$ cat config.mk
export PLATFORM = sky130hd
export DESIGN_NAME = frc_entry_flat
export DESIGN_NICKNAME = d
export VERILOG_FILES = /design/src/hw/rtl/frustum_cull_test_unit_defines.svh /design/src/hw/rtl/frc_pkg.sv /design/src/hw/rtl/frc_if.sv /design/src/hw/rtl/frc_entry.sv /design/src/flat_wrapper.sv
export SDC_FILE = /design/constraint.sdc
export NUM_CORES = 2
export LEC_CHECK = 0
export ABC_AREA = 1
export BUFFER_PORTS_ARGS = -buffer_cell sky130_fd_sc_hd__buf_2
export CORE_MARGIN = 5
export CORE_UTILIZATION = 50
export CTS_CLUSTER_SIZE = 12
export DETAILED_ROUTE_END_ITERATION = 8
export PLACE_DENSITY = 0.81
export SETUP_SLACK_MARGIN = 0.5
export SYNTH_ARGS = -nofsm -noshare
export SYNTH_HDL_FRONTEND = slang
export SYNTH_SLANG_ARGS = --single-unit
$ cat constraint.sdc
create_clock -name i_clk -period 7.1 [get_ports i_clk]
set_clock_uncertainty 0.1 [all_clocks]
set_input_delay 0.355 -clock i_clk [delete_from_list [all_inputs] [get_ports i_clk]]
set_output_delay 0.355 -clock i_clk [all_outputs]
set_load 0.005 [all_outputs]
$ cat src/hw/rtl/frustum_cull_test_unit_defines.svh
// Assertion macros shared by the frustum culling RTL.
`ifndef FRUSTUM_CULL_TEST_UNIT_DEFINES_SVH
`define FRUSTUM_CULL_TEST_UNIT_DEFINES_SVH

// Same-cycle implication, checked on every clock edge out of reset.
`define FRC_ASSERT_IMPLIES(lbl, ante, cons, msg) \
    lbl: assert property (@(posedge i_clk) disable iff (!i_rst_n) (ante) |-> (cons)) \
        else $error(msg);

// Next-cycle implication, checked on every clock edge out of reset.
`define FRC_ASSERT_NEXT(lbl, ante, cons, msg) \
    lbl: assert property (@(posedge i_clk) disable iff (!i_rst_n) (ante) |=> (cons)) \
        else $error(msg);

`endif

$ cat src/hw/rtl/frc_pkg.sv
// Shared constants, operation codes and pipeline types of the frustum culling block.
package frc_pkg;

    // Default configuration.
    localparam int PLANE_COUNT_DEF   = 6;
    localparam int FRACTION_BITS_DEF = 16;

    // Field and datapath widths.
    localparam int OP_W    = 2;
    localparam int SLOT_W  = 3;
    localparam int COORD_W = 32;
    localparam int HALF_W  = 32;
    localparam int RSQ_W   = 2 * (COORD_W - 1);
    localparam int PROD_W  = 2 * COORD_W;
    localparam int SQ_W    = PROD_W - 1;
    localparam int SUM_W   = PROD_W + 2;
    localparam int NORM_W  = PROD_W;
    localparam int MID_W   = PROD_W + 1;
    localparam int WIDE_W  = 2 * NORM_W;

    // Operation codes.
    localparam logic [OP_W-1:0] OP_LOAD   = 2'd0;
    localparam logic [OP_W-1:0] OP_POINT  = 2'd1;
    localparam logic [OP_W-1:0] OP_SPHERE = 2'd2;
    localparam logic [OP_W-1:0] OP_BOX    = 2'd3;

    // One beat as it travels along the row of plane cells.
    typedef struct packed {
        logic                valid;
        logic [OP_W-1:0]     operation;
        logic [SLOT_W-1:0]   plane_slot;
        logic [COORD_W-1:0]  first_x;
        logic [COORD_W-1:0]  first_y;
        logic [COORD_W-1:0]  first_z;
        logic [COORD_W-1:0]  second_x;
        logic [COORD_W-1:0]  second_y;
        logic [COORD_W-1:0]  second_z;
        logic [RSQ_W-1:0]    radius_sq;
    } t_item;

    // Running cull verdict handed from cell to cell at the end of each tail.
    typedef struct packed {
        logic valid;
        logic culled;
    } t_acc;

endpackage

$ cat src/hw/rtl/frc_if.sv
// Valid/ready channel interfaces for test beats in and visibility results out.
interface frc_item_if;
    import frc_pkg::*;

    logic                      valid;
    logic                      ready;
    logic [OP_W-1:0]           operation;
    logic [SLOT_W-1:0]         plane_slot;
    logic signed [COORD_W-1:0] first_x;
    logic signed [COORD_W-1:0] first_y;
    logic signed [COORD_W-1:0] first_z;
    logic signed [COORD_W-1:0] second_x;
    logic signed [COORD_W-1:0] second_y;
    logic signed [COORD_W-1:0] second_z;

    modport source (
        output valid, operation, plane_slot, first_x, first_y, first_z,
               second_x, second_y, second_z,
        input  ready
    );

    modport sink (
        input  valid, operation, plane_slot, first_x, first_y, first_z,
               second_x, second_y, second_z,
        output ready
    );
endinterface


$ cat src/hw/rtl/frc_entry.sv
// Entry stage: takes input beats, clamps the sphere radius and squares it once.
module frc_entry (
    input  logic          i_clk,
    input  logic          i_rst_n,
    input  logic          i_en,
    frc_item_if.sink      i_req,
    output frc_pkg::t_item o_item
);
    import frc_pkg::*;

    logic [COORD_W-2:0] w_radius;
    t_item              n_item;
    t_item              r_item;

    // The whole row moves together, so a beat is taken whenever the row advances out of reset.
    assign i_req.ready = i_en && i_rst_n;

    // A negative radius counts as zero.
    assign w_radius = i_req.second_x[COORD_W-1] ? '0 : i_req.second_x[COORD_W-2:0];

    always_comb begin
        n_item.valid      = i_req.valid;
        n_item.operation  = i_req.operation;
        n_item.plane_slot = i_req.plane_slot;
        n_item.first_x    = i_req.first_x;
        n_item.first_y    = i_req.first_y;
        n_item.first_z    = i_req.first_z;
        n_item.second_x   = i_req.second_x;
        n_item.second_y   = i_req.second_y;
        n_item.second_z   = i_req.second_z;
        n_item.radius_sq  = w_radius * w_radius;
    end

    // Entry register; only the valid flag is reset.
    always_ff @(posedge i_clk) begin
        if (!i_rst_n) begin
            r_item.valid <= 1'b0;
        end else if (i_en) begin
            r_item <= n_item;
        end
    end

    assign o_item = r_item;

endmodule

$ cat src/flat_wrapper.sv
// flat-port wrapper written by rule: the top's interface ports become plain ports
module frc_entry_flat import frc_pkg::*;
  (i_clk, i_rst_n, i_en, o_item, i_req_valid, i_req_operation, i_req_plane_slot, i_req_first_x, i_req_first_y, i_req_first_z, i_req_second_x, i_req_second_y, i_req_second_z, i_req_ready);
  frc_item_if i_req_i ();
  input  logic i_clk;
  input  logic i_rst_n;
  input  logic i_en;
  output frc_pkg::t_item o_item;
  input wire logic [$bits(i_req_i.valid)-1:0] i_req_valid;
  input wire logic [$bits(i_req_i.operation)-1:0] i_req_operation;
  input wire logic [$bits(i_req_i.plane_slot)-1:0] i_req_plane_slot;
  input wire logic [$bits(i_req_i.first_x)-1:0] i_req_first_x;
  input wire logic [$bits(i_req_i.first_y)-1:0] i_req_first_y;
  input wire logic [$bits(i_req_i.first_z)-1:0] i_req_first_z;
  input wire logic [$bits(i_req_i.second_x)-1:0] i_req_second_x;
  input wire logic [$bits(i_req_i.second_y)-1:0] i_req_second_y;
  input wire logic [$bits(i_req_i.second_z)-1:0] i_req_second_z;
  output wire logic [$bits(i_req_i.ready)-1:0] i_req_ready;
  assign i_req_i.valid = i_req_valid;
  assign i_req_i.operation = i_req_operation;
  assign i_req_i.plane_slot = i_req_plane_slot;
  assign i_req_i.first_x = i_req_first_x;
  assign i_req_i.first_y = i_req_first_y;
  assign i_req_i.first_z = i_req_first_z;
  assign i_req_i.second_x = i_req_second_x;
  assign i_req_i.second_y = i_req_second_y;
  assign i_req_i.second_z = i_req_second_z;
  assign i_req_ready = i_req_i.ready;
  frc_entry u_core (.i_clk(i_clk), .i_rst_n(i_rst_n), .i_en(i_en), .i_req(i_req_i), .o_item(o_item));
endmodule
After elaboration in Yosys (flattened, before gate mapping). Cells that the tools add are included.

$add $sub $neg: 0. $mul: 1. Divide/modulo/power cells: 0. Magnitude comparators: 0. Eq/ne operators: 0. Shifts and indexed selects: 0. Muxes and demuxes: 1. Bitwise operators: 0. Reductions and logical operators: 2.

Operators by type and width (count): multiplier 31 x 31 -> 62 bit (1); 2-to-1 mux 31 bit (1); AND reduction 2 bit (1); logical AND 1 bit (1).

Register bits after elaboration: 260. Bits in latches: 0. Bits in writable memories: 0. ROM bits: 0. Bits of input ports: 201. Output and inout port bits: 261. Word-level logic and storage cells: 14. Memories: 0.

Logic depth before layout (Yosys ltp).
Depth in word-level cells: 2. Gate-level depth with buffers: 35. Depth with buffers taken out: 33.

Worst setup path before layout. Ideal clock, no wire load.

Path type: input-to-reg. Start: in i_req_second_x[31]. End: reg u_core.r_item (netlist bit u_core.o_item[54]) (data pin). Setup time: 0.252 ns. Data arrival time: 6.532 ns. Required time: 6.748 ns. Setup slack: 0.216 ns. Stages: 27. Buffers on the path: 2. Cell sequence: buf_2 -> nor2_2 -> inv_2 -> clkbuf_1 -> nor2_1 -> fa_1 -> fa_1 -> fa_1 -> inv_1 -> fa_1 -> inv_1 -> fa_1 -> inv_1 -> fa_1 -> inv_1 -> fa_1 -> fa_1 -> ha_1 -> nand2_1 -> nor2_2 -> inv_1 -> nor2_4 -> nand4_1 -> nand3b_1 -> nand2_1 -> nand3_1 -> nand2_1.

RTL lines: start: declaration (line flat_wrapper.sv:15) `input wire logic [$bits(i_req_i.second_x)-1:0] i_req_second_x;`; end signal: assignment (line frc_entry.sv:39) `r_item <= n_item;`; end: declaration (line frc_entry.sv:13) `t_item r_item;`.

==> flow_summary.yaml <==
status:
  status: "completed"
global_routing:
  antenna_found_initial: 6
  grt_usage: 0.328
  gr-total-overflow: 0
  grt_pass1_wl_mm: 193
  grt_max_degree: 131
  grt_pass1_vias: 32778
setup_path:
  crit_type: "primary input to flip-flop"
  critical_path.max_fanout: 12
  critPathArrivalTime_ns: 6.93
  critPathTopFamily: "adder cells"
  required_ns: 7.36
  cp-end-kind: "flip-flop"
  crit_slowest_cell: "fa_1"
  critPathBufInv: 8
  max_stage_delay_ns: 0.56
  path_common_cell: "fa_1"
  worstSetupStartpointType: "primary input"
sta:
  hold_viol: 0
  period_needed_ns: 6.67
  slew_viol_final: 0
  max-slew-margin-rel: 0.335
  finalSetupTns_ns: 0
  finalSetupViolations: 0
  post-route-period-util: 0.940
  rsz0062_at_grt: "true"
  max_freq_mhz: 150
  worst_slew_pin_slew_ns: 0.997
clock_network:
  clk_pin_slew_ns: 0.06
  clock_latency_ns: 0.62
  numCtsBuffers: 30
  clock_sinks: 259
  cts_htree_levels: 1
  root_buffer: "clkbuf_16"
  cts_max_path_buffers: 3
  cts_tree: "built"
yosys:
  yosysSeqAreaShare: 0.212
  syn_area_per_cell_sq_um: 9.33
  synth_xor_area_frac: 0.0127
  ys_warn_count: 0
  synthAdderAreaFrac: 0.497
  yosysUniqueCellTypes: 36
  synth_cells: 3928
  synth_top_family_by_area: "adder cells"
  synth_area_sq_mm: 0.0367
  muxShareOfSynthArea: 0
  yosys_register_bits: 259
  synth_nets: 5136
  synth_compound_area_frac: 0.00904
  synthSimpleGateAreaFrac: 0.135
finish:
  mostFrequentLayoutCells: "inv_1, fa_1, nand2_1, buf_2, buf_4"
  finalNetCount: 6210
  layout-drive-gt1-share: 0.260
  largest_reg_flops: 259
  synthToLayoutAreaGrowth_pct: 30.0
  layout.cells.most_common: "inv_1"
  stdcell_count: 5989
  num-fill-cells: 5486
routing:
  vias: 31041
  ant_nets: 0
  wirelength_mm: 132
  drt_iter0_drc: 2654
  wire_per_inst_um: 22.0
  via_per_inst: 5.18
  drc: 0
  dr.pass1.iters: 8
placed_design:
  hpwl_mm: 108
  dp.cells: 5725
  io_buffers: 460
  globalplace.congestion: 1.08
floorplan:
  die_y_um: 281
  rows: 99
  io-pin-count: 462
  die_area_sq_mm: 0.0788
  dieWidth_um: 281
  core_area_sq_mm: 0.0728
  start_util: 0.503
run:
  max_cap_violations: 0
worst_hold_path:
  worst_hold_path_type: "primary input to flip-flop"
[cell usage after synthesis (all sizes together)]
cell type,instances,area share
a21o,1,0.00020
a21oi,41,0.0056
a31o,2,0.00048
a31oi,1,0.00017
and2,5,0.00085
and3,2,0.00034
buf,28,0.0037
clkbuf,33,0.0034
clkinv,5,0.00051
conb,1,0.00010
dfxtp,1,0.00055
edfxtp,258,0.21
fa,748,0.41
ha,259,0.088
inv,1243,0.13
nand2,694,0.071
nand3,56,0.0083
nand3b,2,0.00041
nand4,15,0.0026
nor2,451,0.048
nor3,14,0.0027
o21a,2,0.00041
o21ai,4,0.00055
o21bai,8,0.0016
or2,1,0.00017
xnor2,12,0.0029
xor2,41,0.0098
[layer usage]
layer  share of wire  wire (um)  global-route usage
met5         0.00024         31                   0
met4           0.082      10900               0.191
met3            0.11      14900              0.0929
met2            0.47      61500               0.540
met1            0.34      44400               0.385
[cells by family (layout without fill, tap and decap cells)]
logic type,count (synthesis),in the layout
xor gates and xnor gates,53,53
other,1,6
AOI/OAI and AO/OA,59,59
adders and majority gates,1007,1007
and+or+nand+nor,1240,1240
buffers and inverters,1309,2406
DFF,259,259
[cell type report]
class / instances / area, sq um / area share
Multi-Input combinational cell: 2360 / 25200 / 0.528
Timing Repair Buffer: 1103 / 7820 / 0.164
Sequential cell: 259 / 7770 / 0.163
Inverter: 1248 / 4740 / 0.0994
Tap cell: 959 / 1200 / 0.0252
Clock buffer: 43 / 830 / 0.0174
Clock inverter: 12 / 129 / 0.00270
Antenna cell: 5 / 12.5 / 0.000262
[repair_timing]
action | 4_1_cts | 5_1_grt
resized for setup | 73 | 266
hold buffers | 176 | 0
buffers inserted | 4 | 24
setup endpoints to repair | 42 | 46
hold endpoints to repair | 175 | 0
pin swaps | 3 | 52
cloned | 0 | 0
[final timing paths]
kind	startpoint	to	slack, ns	cells past startpoint
worst min register to register	u_core.o_item[259]$_SDFFE_PN0P_	u_core.o_item[259]$_SDFFE_PN0P_	1.03	3
worst max register to register	u_core.o_item[259]$_SDFFE_PN0P_	u_core.o_item[259]$_SDFFE_PN0P_	5.79	3
worst min-delay path	i_req_second_x[28]	u_core.o_item[154]$_DFFE_PP_	0.05	2
worst max-delay path	i_req_second_x[31]	u_core.o_item[57]$_DFFE_PP_	0.43	27
[through the flow]
step	area (sq um)	worst slack, ns	util	hold slack, ns
2_1_floorplan	36900	0.489	-	0.348
3_3_place_gp	43500	-0.502	0.598	0.424
3_5_place_dp	43500	-0.485	0.598	0.433
4_1_cts	46600	0.490	0.640	0.00340
5_1_grt	47700	0.327	0.654	0.00917
6_report	47700	0.426	0.655	0.0481
Power is left out: the tool's default activity adds up to more than one toggle a clock period on the data nets, which glitch-free logic cannot reach.
